<file path="config.mk">
export PLATFORM = sky130hd
export DESIGN_NAME = run_length_byte_decoder_flat
export DESIGN_NICKNAME = d
export VERILOG_FILES = /design/src/rtl/rlbd_pkg.sv /design/src/rtl/rlbd_in_if.sv /design/src/rtl/rlbd_out_if.sv /design/src/rtl/run_length_byte_decoder.sv /design/src/rtl/rlbd_front.sv /design/src/rtl/rlbd_queue.sv /design/src/rtl/rlbd_back.sv /design/src/flat_wrapper.sv
export SDC_FILE = /design/constraint.sdc
export NUM_CORES = 1
export LEC_CHECK = 0
export ABC_AREA = 0
export ABC_CLOCK_PERIOD_IN_PS = 4600
export BUFFER_PORTS_ARGS = -buffer_cell sky130_fd_sc_hd__buf_2
export CAP_MARGIN = 10
export CORE_MARGIN = 3
export CORE_UTILIZATION = 59
export CTS_CLUSTER_DIAMETER = 100
export CTS_CLUSTER_SIZE = 16
export DETAILED_ROUTE_END_ITERATION = 10
export GPL_ROUTABILITY_DRIVEN = 0
export MAX_ROUTING_LAYER = met4
export PLACE_DENSITY = 0.79
export SETUP_SLACK_MARGIN = 0.2
export SLEW_MARGIN = 20
export SYNTH_ARGS = -nofsm -noshare
export SYNTH_HDL_FRONTEND = slang
export SYNTH_SLANG_ARGS = --single-unit
</file>
<file path="constraint.sdc">
create_clock -name clk -period 4.6 [get_ports clk]
set_input_delay 0.69 -clock clk [delete_from_list [all_inputs] [get_ports clk]]
set_output_delay 0.69 -clock clk [all_outputs]
set_load 0.01 [all_outputs]
</file>
<file path="src/rtl/rlbd_pkg.sv">
// Package of shared types and constants for the run-length byte decoder.
package rlbd_pkg;

  localparam int LANE_FIELDS     = 4;
  localparam int DEF_OUT_LANES   = 4;
  localparam int DEF_QUEUE_DEPTH = 2;

  typedef enum logic [1:0] {
    PH_HEADER  = 2'd0,
    PH_REPEAT  = 2'd1,
    PH_LITERAL = 2'd2
  } phase_t;

  typedef struct packed {
    logic [7:0]  value;
    logic [7:0]  count;
    logic        frame_end;
    logic        truncated;
    logic [15:0] total;
  } cmd_t;

  typedef struct packed {
    logic full;
    logic empty;
  } queue_status_t;

endpackage

</file>
<file path="src/rtl/rlbd_in_if.sv">
// Input channel carrying one compressed byte per beat.
interface rlbd_in_if;
  logic       valid;
  logic       ready;
  logic [7:0] in_byte;
  logic       frame_end;

  modport source(output valid, in_byte, frame_end, input ready);
  modport sink(input valid, in_byte, frame_end, output ready);
endinterface

</file>
<file path="src/rtl/rlbd_out_if.sv">
// Output channel carrying up to four decoded bytes and frame status per beat.
interface rlbd_out_if;
  logic        valid;
  logic        ready;
  logic [7:0]  lane0;
  logic [7:0]  lane1;
  logic [7:0]  lane2;
  logic [7:0]  lane3;
  logic [2:0]  lanes_valid;
  logic        last_of_item;
  logic        frame_done;
  logic        truncated;
  logic [15:0] frame_bytes;

  modport source(output valid, lane0, lane1, lane2, lane3, lanes_valid, last_of_item,
                 frame_done, truncated, frame_bytes, input ready);
  modport sink(input valid, lane0, lane1, lane2, lane3, lanes_valid, last_of_item,
               frame_done, truncated, frame_bytes, output ready);
endinterface

</file>
<file path="src/rtl/run_length_byte_decoder.sv">
// Top level of the run-length byte decoder.
// Decodes a PackBits-style byte stream, one compressed byte per input beat, into output
// beats of up to OUT_LANES (1 to 4) decoded bytes. Header and literal bytes are taken at one
// per cycle; a repeat value of n copies becomes ceil(n/OUT_LANES) sequencer beats, one per
// cycle unless the output stalls; the input stalls once the QUEUE_DEPTH-entry command queue
// between the front end and the sequencer is full. A frame-end byte yields a closing beat
// with the saturating decoded byte count and a flag if the frame ended inside a code.
module run_length_byte_decoder #(
  parameter int OUT_LANES   = rlbd_pkg::DEF_OUT_LANES,
  parameter int QUEUE_DEPTH = rlbd_pkg::DEF_QUEUE_DEPTH
) (
  input  logic        clk,
  input  logic        rst,
  rlbd_in_if.sink     in_ch,
  rlbd_out_if.source  out_ch
);

  rlbd_pkg::cmd_t          push_cmd;
  rlbd_pkg::cmd_t          head;
  rlbd_pkg::queue_status_t q_status;
  logic                    push;
  logic                    pop;

  rlbd_front u_front (
    .clk      (clk),
    .rst      (rst),
    .in_ch    (in_ch),
    .q_status (q_status),
    .push     (push),
    .cmd      (push_cmd)
  );

  rlbd_queue #(
    .DEPTH (QUEUE_DEPTH)
  ) u_queue (
    .clk      (clk),
    .rst      (rst),
    .push     (push),
    .push_cmd (push_cmd),
    .pop      (pop),
    .head     (head),
    .status   (q_status)
  );

  rlbd_back #(
    .OUT_LANES (OUT_LANES)
  ) u_back (
    .clk      (clk),
    .rst      (rst),
    .q_status (q_status),
    .head     (head),
    .pop      (pop),
    .out_ch   (out_ch)
  );

endmodule

</file>
<file path="src/rtl/rlbd_front.sv">
// Front end: accepts compressed bytes, tracks the code phase and queues output commands.
module rlbd_front (
  input  logic                 clk,
  input  logic                 rst,
  rlbd_in_if.sink              in_ch,
  input  rlbd_pkg::queue_status_t q_status,
  output logic                 push,
  output rlbd_pkg::cmd_t       cmd
);

  rlbd_pkg::phase_t phase, phase_next;
  logic [7:0]  pending, pending_next;
  logic [15:0] total, total_next;
  logic [7:0]  nbytes;
  logic [16:0] sum;
  logic        in_fire;

  assign in_ch.ready = !q_status.full;
  assign in_fire     = in_ch.valid && in_ch.ready;

  always_comb begin
    nbytes       = 8'd0;
    phase_next   = rlbd_pkg::PH_HEADER;
    pending_next = 8'd0;
    unique case (phase)
      rlbd_pkg::PH_REPEAT: begin
        nbytes = pending;
      end
      rlbd_pkg::PH_LITERAL: begin
        nbytes = 8'd1;
        if (pending > 8'd1) begin
          pending_next = pending - 8'd1;
          phase_next   = rlbd_pkg::PH_LITERAL;
        end
      end
      default: begin
        if (in_ch.in_byte[7]) begin
          pending_next = 8'(9'd257 - {1'b0, in_ch.in_byte});
          phase_next   = rlbd_pkg::PH_REPEAT;
        end else begin
          pending_next = in_ch.in_byte + 8'd1;
          phase_next   = rlbd_pkg::PH_LITERAL;
        end
      end
    endcase
    sum        = {1'b0, total} + {9'd0, nbytes};
    total_next = sum[16] ? 16'hFFFF : sum[15:0];
  end

  assign push          = in_fire && ((nbytes != 8'd0) || in_ch.frame_end);
  assign cmd.value     = in_ch.in_byte;
  assign cmd.count     = nbytes;
  assign cmd.frame_end = in_ch.frame_end;
  assign cmd.truncated = in_ch.frame_end && (phase_next != rlbd_pkg::PH_HEADER);
  assign cmd.total     = total_next;

  always_ff @(posedge clk) begin
    if (rst) begin
      phase   <= rlbd_pkg::PH_HEADER;
      pending <= 8'd0;
      total   <= 16'd0;
    end else if (in_fire) begin
      if (in_ch.frame_end) begin
        phase   <= rlbd_pkg::PH_HEADER;
        pending <= 8'd0;
        total   <= 16'd0;
      end else begin
        phase   <= phase_next;
        pending <= pending_next;
        total   <= total_next;
      end
    end
  end

  a_frame_end_restarts: assert property (@(posedge clk) disable iff (rst)
    in_fire && in_ch.frame_end |=> phase == rlbd_pkg::PH_HEADER && total == 16'd0)
    else $error("frame end did not restart the decoder");

endmodule

</file>
<file path="src/rtl/rlbd_queue.sv">
// Short command queue between the front end and the output sequencer.
module rlbd_queue #(
  parameter int DEPTH = rlbd_pkg::DEF_QUEUE_DEPTH
) (
  input  logic                    clk,
  input  logic                    rst,
  input  logic                    push,
  input  rlbd_pkg::cmd_t          push_cmd,
  input  logic                    pop,
  output rlbd_pkg::cmd_t          head,
  output rlbd_pkg::queue_status_t status
);

  localparam int PW = (DEPTH > 1) ? $clog2(DEPTH) : 1;
  localparam int CW = $clog2(DEPTH + 1);
  localparam logic [PW-1:0] LAST_PTR = PW'(DEPTH - 1);
  localparam logic [CW-1:0] FULL_CNT = CW'(DEPTH);

  rlbd_pkg::cmd_t entries [DEPTH];
  logic [PW-1:0]  wr_ptr, rd_ptr;
  logic [CW-1:0]  count;

  assign head         = entries[rd_ptr];
  assign status.full  = (count == FULL_CNT);
  assign status.empty = (count == '0);

  always_ff @(posedge clk) begin
    if (push) begin
      entries[wr_ptr] <= push_cmd;
    end
  end

  always_ff @(posedge clk) begin
    if (rst) begin
      wr_ptr <= '0;
      rd_ptr <= '0;
      count  <= '0;
    end else begin
      if (push) begin
        wr_ptr <= (wr_ptr == LAST_PTR) ? '0 : wr_ptr + PW'(1);
      end
      if (pop) begin
        rd_ptr <= (rd_ptr == LAST_PTR) ? '0 : rd_ptr + PW'(1);
      end
      if (push && !pop) begin
        count <= count + CW'(1);
      end else if (pop && !push) begin
        count <= count - CW'(1);
      end
    end
  end

  a_no_overflow: assert property (@(posedge clk) disable iff (rst)
    !(push && status.full))
    else $error("push into a full queue");

  a_no_underflow: assert property (@(posedge clk) disable iff (rst)
    !(pop && status.empty))
    else $error("pop from an empty queue");

endmodule

</file>
<file path="src/rtl/rlbd_back.sv">
// Output sequencer: splits each queued command into lane beats behind an output register.
module rlbd_back #(
  parameter int OUT_LANES = rlbd_pkg::DEF_OUT_LANES
) (
  input  logic                    clk,
  input  logic                    rst,
  input  rlbd_pkg::queue_status_t q_status,
  input  rlbd_pkg::cmd_t          head,
  output logic                    pop,
  rlbd_out_if.source              out_ch
);

  localparam int LPR = (OUT_LANES < 1) ? 1 :
                       ((OUT_LANES > rlbd_pkg::LANE_FIELDS) ? rlbd_pkg::LANE_FIELDS : OUT_LANES);
  localparam logic [7:0] LPR8 = 8'(LPR);

  logic        busy;
  logic [7:0]  value;
  logic [7:0]  rem;
  logic        fe;
  logic        trunc;
  logic [15:0] total;

  logic        ov;
  logic [7:0]  lanes [rlbd_pkg::LANE_FIELDS];
  logic [2:0]  nvalid;
  logic        last_r, done_r, trunc_r;
  logic [15:0] bytes_r;

  logic        out_free, emit, last;
  logic [7:0]  nl;

  assign out_free = !ov || out_ch.ready;
  assign emit     = busy && out_free;
  assign nl       = (rem < LPR8) ? rem : LPR8;
  assign last     = (rem <= LPR8);
  assign pop      = !q_status.empty && (!busy || (emit && last));

  always_ff @(posedge clk) begin
    if (rst) begin
      busy <= 1'b0;
    end else if (pop) begin
      busy <= 1'b1;
    end else if (emit && last) begin
      busy <= 1'b0;
    end
  end

  always_ff @(posedge clk) begin
    if (pop) begin
      value <= head.value;
      rem   <= head.count;
      fe    <= head.frame_end;
      trunc <= head.truncated;
      total <= head.total;
    end else if (emit) begin
      rem <= rem - nl;
    end
  end

  always_ff @(posedge clk) begin
    if (rst) begin
      ov <= 1'b0;
    end else if (out_free) begin
      ov <= emit;
    end
  end

  always_ff @(posedge clk) begin
    if (emit) begin
      for (int j = 0; j < rlbd_pkg::LANE_FIELDS; j++) begin
        lanes[j] <= (8'(j) < nl) ? value : 8'd0;
      end
      nvalid  <= nl[2:0];
      last_r  <= last;
      done_r  <= fe && last;
      trunc_r <= fe && last && trunc;
      bytes_r <= (fe && last) ? total : 16'd0;
    end
  end

  assign out_ch.valid        = ov;
  assign out_ch.lane0        = lanes[0];
  assign out_ch.lane1        = lanes[1];
  assign out_ch.lane2        = lanes[2];
  assign out_ch.lane3        = lanes[3];
  assign out_ch.lanes_valid  = nvalid;
  assign out_ch.last_of_item = last_r;
  assign out_ch.frame_done   = done_r;
  assign out_ch.truncated    = trunc_r;
  assign out_ch.frame_bytes  = bytes_r;

  a_empty_cmd_is_frame_end: assert property (@(posedge clk) disable iff (rst)
    busy && rem == 8'd0 |-> fe)
    else $error("empty command outside a frame end");

endmodule

</file>
<file path="src/flat_wrapper.sv">
// flat-port wrapper written by rule: the top's interface ports become plain ports
module run_length_byte_decoder_flat 
#(
  parameter int OUT_LANES   = rlbd_pkg::DEF_OUT_LANES,
  parameter int QUEUE_DEPTH = rlbd_pkg::DEF_QUEUE_DEPTH
)
  (clk, rst, in_ch_valid, in_ch_in_byte, in_ch_frame_end, in_ch_ready, out_ch_valid, out_ch_lane0, out_ch_lane1, out_ch_lane2, out_ch_lane3, out_ch_lanes_valid, out_ch_last_of_item, out_ch_frame_done, out_ch_truncated, out_ch_frame_bytes, out_ch_ready);
  rlbd_in_if in_ch_i ();
  rlbd_out_if out_ch_i ();
  input  logic clk;
  input  logic rst;
  input wire logic [$bits(in_ch_i.valid)-1:0] in_ch_valid;
  input wire logic [$bits(in_ch_i.in_byte)-1:0] in_ch_in_byte;
  input wire logic [$bits(in_ch_i.frame_end)-1:0] in_ch_frame_end;
  output wire logic [$bits(in_ch_i.ready)-1:0] in_ch_ready;
  output wire logic [$bits(out_ch_i.valid)-1:0] out_ch_valid;
  output wire logic [$bits(out_ch_i.lane0)-1:0] out_ch_lane0;
  output wire logic [$bits(out_ch_i.lane1)-1:0] out_ch_lane1;
  output wire logic [$bits(out_ch_i.lane2)-1:0] out_ch_lane2;
  output wire logic [$bits(out_ch_i.lane3)-1:0] out_ch_lane3;
  output wire logic [$bits(out_ch_i.lanes_valid)-1:0] out_ch_lanes_valid;
  output wire logic [$bits(out_ch_i.last_of_item)-1:0] out_ch_last_of_item;
  output wire logic [$bits(out_ch_i.frame_done)-1:0] out_ch_frame_done;
  output wire logic [$bits(out_ch_i.truncated)-1:0] out_ch_truncated;
  output wire logic [$bits(out_ch_i.frame_bytes)-1:0] out_ch_frame_bytes;
  input wire logic [$bits(out_ch_i.ready)-1:0] out_ch_ready;
  assign in_ch_i.valid = in_ch_valid;
  assign in_ch_i.in_byte = in_ch_in_byte;
  assign in_ch_i.frame_end = in_ch_frame_end;
  assign in_ch_ready = in_ch_i.ready;
  assign out_ch_valid = out_ch_i.valid;
  assign out_ch_lane0 = out_ch_i.lane0;
  assign out_ch_lane1 = out_ch_i.lane1;
  assign out_ch_lane2 = out_ch_i.lane2;
  assign out_ch_lane3 = out_ch_i.lane3;
  assign out_ch_lanes_valid = out_ch_i.lanes_valid;
  assign out_ch_last_of_item = out_ch_i.last_of_item;
  assign out_ch_frame_done = out_ch_i.frame_done;
  assign out_ch_truncated = out_ch_i.truncated;
  assign out_ch_frame_bytes = out_ch_i.frame_bytes;
  assign out_ch_i.ready = out_ch_ready;
  run_length_byte_decoder #(.OUT_LANES(OUT_LANES), .QUEUE_DEPTH(QUEUE_DEPTH)) u_core (.clk(clk), .rst(rst), .in_ch(in_ch_i), .out_ch(out_ch_i));
endmodule
</file>
==> run_results.csv <==
group,metric,value,unit
status,outcome,"finished clean",
routing,wirelength,15700,um
final_layout,drive_above_1_share,0.198,
synth,synthAdderAreaFrac,0.0284,
synth,synth_mux_area_frac,0.0520,
synth,syn_inst,618,
timing,finClkSkew,9.50,ps
floorplan,die_w,124,um
clock_tree,cts_tree,"done",
setup_path,rrSetupSlack,940,ps
routing,drc,0,
final_layout,final_core_util,0.690,
clock_tree,cts_setup_buffers,0,
synth,synth_top_family_by_area,"simple AND/OR/NAND/NOR gates",
final_layout,multi_input_area,0.00269,mm2
routing,drt_iter0_drc,487,
timing,tns,0,ps
final_layout,layout_common_cells,"edfxtp_1, buf_2, nand2_1",
routing,dr.pass1.iters,7,
setup_path,crit_family,"adder cells",
final_layout,antenna_cells,0,
flow_run,timing.max_cap.violations,0,
clock_tree,htreeDepth,4,
global_routing,grt_pass1_wl,25300,um
setup_path,cp.buffers_inverters,1,
synth,synth-edff-count,156,
clock_tree,clock_latency,430,ps
setup_path,critPathSlowestCell,"ha_1",
timing,finalCritPeriodShare,0.795,
timing,fin_crit,3660,ps
global_routing,overflow,0,
floorplan,dieArea,0.0154,mm2
synth,synth_xor_area_frac,0.0214,
power_and_ir_drop,p_switching,1.39,mW
timing,rsz0062_at_grt,"false",
timing,layout_setup_ws,943,ps
timing,worst_pin_slew,952,ps
power_and_ir_drop,total_leakage_power,3.48,nW
global_routing,grtUsageTotal,0.223,
clock_tree,clk_pin_slew,70,ps
synth,yosysUniqueCellTypes,60,
power_and_ir_drop,peakVddDrop,0.000270,V
synth,yosysSeqAreaShare,0.652,
setup_path,path_max_fanout,17,
timing,slew_headroom,0.362,
synth,synth_fp_nets,649,
power_and_ir_drop,pwr-share-seq,0.518,
clock_tree,clock_sinks,189,
clock_tree,cts.hold.buffers_added,0,
timing,drv_slew,0,
clock_tree,cts_buffers,17,
power_and_ir_drop,comb_power_share,0.202,
setup_path,critPathKind,"reg2reg",
setup_path,crit_path_end_kind,"flip-flop",
routing,num_vias,5255,
setup_path,start_kind,"flip-flop",
synth,ys.flop_type,"edfxtp_1",
synth,yosysWarnings,0,
placement,hpwl,10600,um
timing,setup_violations,0,
placement,place_ws,1020,ps
final_layout,fin_nets,714,
routing,vias_per_cell,6.03,
routing,ant_nets,0,
floorplan,fp.coreArea,0.0134,mm2
final_layout,final_common_cell,"edfxtp_1",
synth,synth_area,0.00820,mm2
power_and_ir_drop,internal_power,3.53,mW
floorplan,io_pins,69,
synth,yosys.area_share.simple,0.126,
final_layout,area_delta_synth_final,12.7,%
floorplan,die_y,124,um
timing,fmax,273,MHz
final_layout,fin_cells,872,
final_layout,seqCellArea,0.00535,mm2
global_routing,antenna_found_initial,0,
synth,synth_compound_area_frac,0.0984,
routing,wl_per_cell,18.0,um
setup_path,critPathArrivalTime,3820,ps
hold_path,min_path_type,"reg2reg",
power_and_ir_drop,clock_power_share,0.280,
timing,hold_violations,0,
floorplan,start_util,0.612,
final_layout,n_fill_cell,900,
power_and_ir_drop,power_switching_share,0.283,
setup_path,crit_chain,"inv_1 -> ha_1 -> nor2b_1 -> and2_1 -> fa_1 -> a211oi_1 -> o211a_1 -> or3_4 -> nand2_1 -> mux2_2",
global_routing,grt_max_degree,55,
floorplan,fp-row-count,42,
synth,synthArstFlopShare,0,
clock_tree,post_cts_resized,0,
synth,ys_seq_elements,189,
setup_path,critPathMaxStageDelay,620,ps
placement,port_buffers,68,
synth,avgSynthCellArea,13.3,um2
clock_tree,cts_root_buf,"clkbuf_16",
power_and_ir_drop,p_per_area,532,mW/mm2
placement,placed_cells,840,
global_routing,grt_pass1_vias,5052,
clock_tree,clockBufferDepth,2,
timing,holdWs,465,ps
setup_path,cp.required,4770,ps
-- synthesized netlist by cell type, types with 4 or more instances --
master,instances,area (um2)
a211oi_1,10,75.1
a21o_1,7,52.6
a21oi_1,28,140
a32o_1,7,70.1
and2_1,25,156
and3_1,21,131
buf_2,4,20.0
clkbuf_1,17,63.8
dfxtp_1,33,661
edfxtp_1,156,4680
ha_1,17,213
inv_1,15,56.3
mux2_2,29,327
mux2i_1,10,100
nand2_1,43,161
nand3_1,14,70.1
nor2_1,30,113
nor2b_1,19,119
nor3_1,8,40.0
nor4_1,8,50.1
o211ai_1,5,37.5
o21a_1,4,30.0
o21ai_0,21,105
o31ai_1,5,37.5
or3_1,7,43.8
or4_1,4,30.0
xnor2_1,12,105
xor2_1,8,70.1
-- worst paths after layout --
path                            cells past startpoint                            end                     from
worst max-delay path                               10  u_core.u_queue.entries[1][15]  u_core.u_front.phase[0]
worst min-delay path                                2        u_core.u_front.total[2]  u_core.u_front.total[2]
worst max register to register                     10  u_core.u_queue.entries[1][15]  u_core.u_front.phase[0]
worst min register to register                      2        u_core.u_front.total[2]  u_core.u_front.total[2]
-- per-layer routing --
| layer | up-vias | share of wire | track usage |
|---|---|---|---|
| met5 | - | 0 | - |
| met4 | 0 | 0.024 | 0.0835 |
| met3 | 31 | 0.064 | 0.0459 |
| met2 | 218 | 0.49 | 0.365 |
| met1 | 2547 | 0.42 | 0.279 |
| li1 | 2459 | - | - |
-- logic make-up (layout without fill, tap and decap cells) --
group                      after synthesis  in the layout
and+or+nand+nor                        195            195
DFF                                    189            189
AOI/OAI and AO/OA                      115            115
buffers and inverters                   41            119
muxes                                   39             39
xor gates and xnor gates                20             20
adders and majority gates               18             18
other                                    1              1
-- power groups by stage --
stage / combinational, mW / sequential [mW] / clock, mW
detailed placement: 0.988 / 2.58 / 0
global placement: 0.953 / 2.55 / 0
floorplan: 0.637 / 2.59 / 0
global route: 1.11 / 2.58 / 1.47
finish: 0.993 / 2.55 / 1.38
CTS: 0.997 / 2.54 / 1.40
-- sequential cells by signal, indices dropped and copies added, names as in the netlist, named ones only --
register and flops:
u_core.u_back.out_ch.lanes_valid 3, u_core.u_back.trunc 1, u_core.u_back.out_ch.valid 1, u_core.u_back.busy 1
u_core.u_back.out_ch.frame_done 1, u_core.u_back.lanes 32, u_core.u_back.fe 1, u_core.u_back.total 16
u_core.u_back.out_ch.last_of_item 1, u_core.u_back.value 8, u_core.u_queue.wr_ptr 1, u_core.u_queue.entries 68
u_core.u_queue.rd_ptr 1, u_core.u_back.rem 8, u_core.u_back.out_ch.frame_bytes 16, u_core.u_front.total 16
u_core.u_queue.count 2, u_core.u_front.phase 2, u_core.u_back.out_ch.truncated 1, u_core.u_front.pending 8
-- stage by stage --
step,cell area (um2),total power [mW]
detailed placement,8680,3.56
global route,9240,5.16
floorplan,8200,3.22
CTS,9240,4.94
finish,9240,4.92
global placement,8680,3.50
-- worst register-to-register path, delay by kind of cell (launching register included) --
kind            cells  cell delay [ps]
flops               1              360
compound gates      2              750
mux                 1              280
buf+inv             1               60
simple gates        4              860
fa+ha+maj           2             1080
-- final cells by class --
cell class / instances / area share
flip-flops and latches: 189 / 0.578
multi-input cells: 388 / 0.291
clock buffers: 19 / 0.0469
repair buffers: 72 / 0.0401
well taps: 176 / 0.0238
clock inverters: 13 / 0.0133
inverters: 15 / 0.00609
No activity file was read; power rests on OpenSTA's default activity.
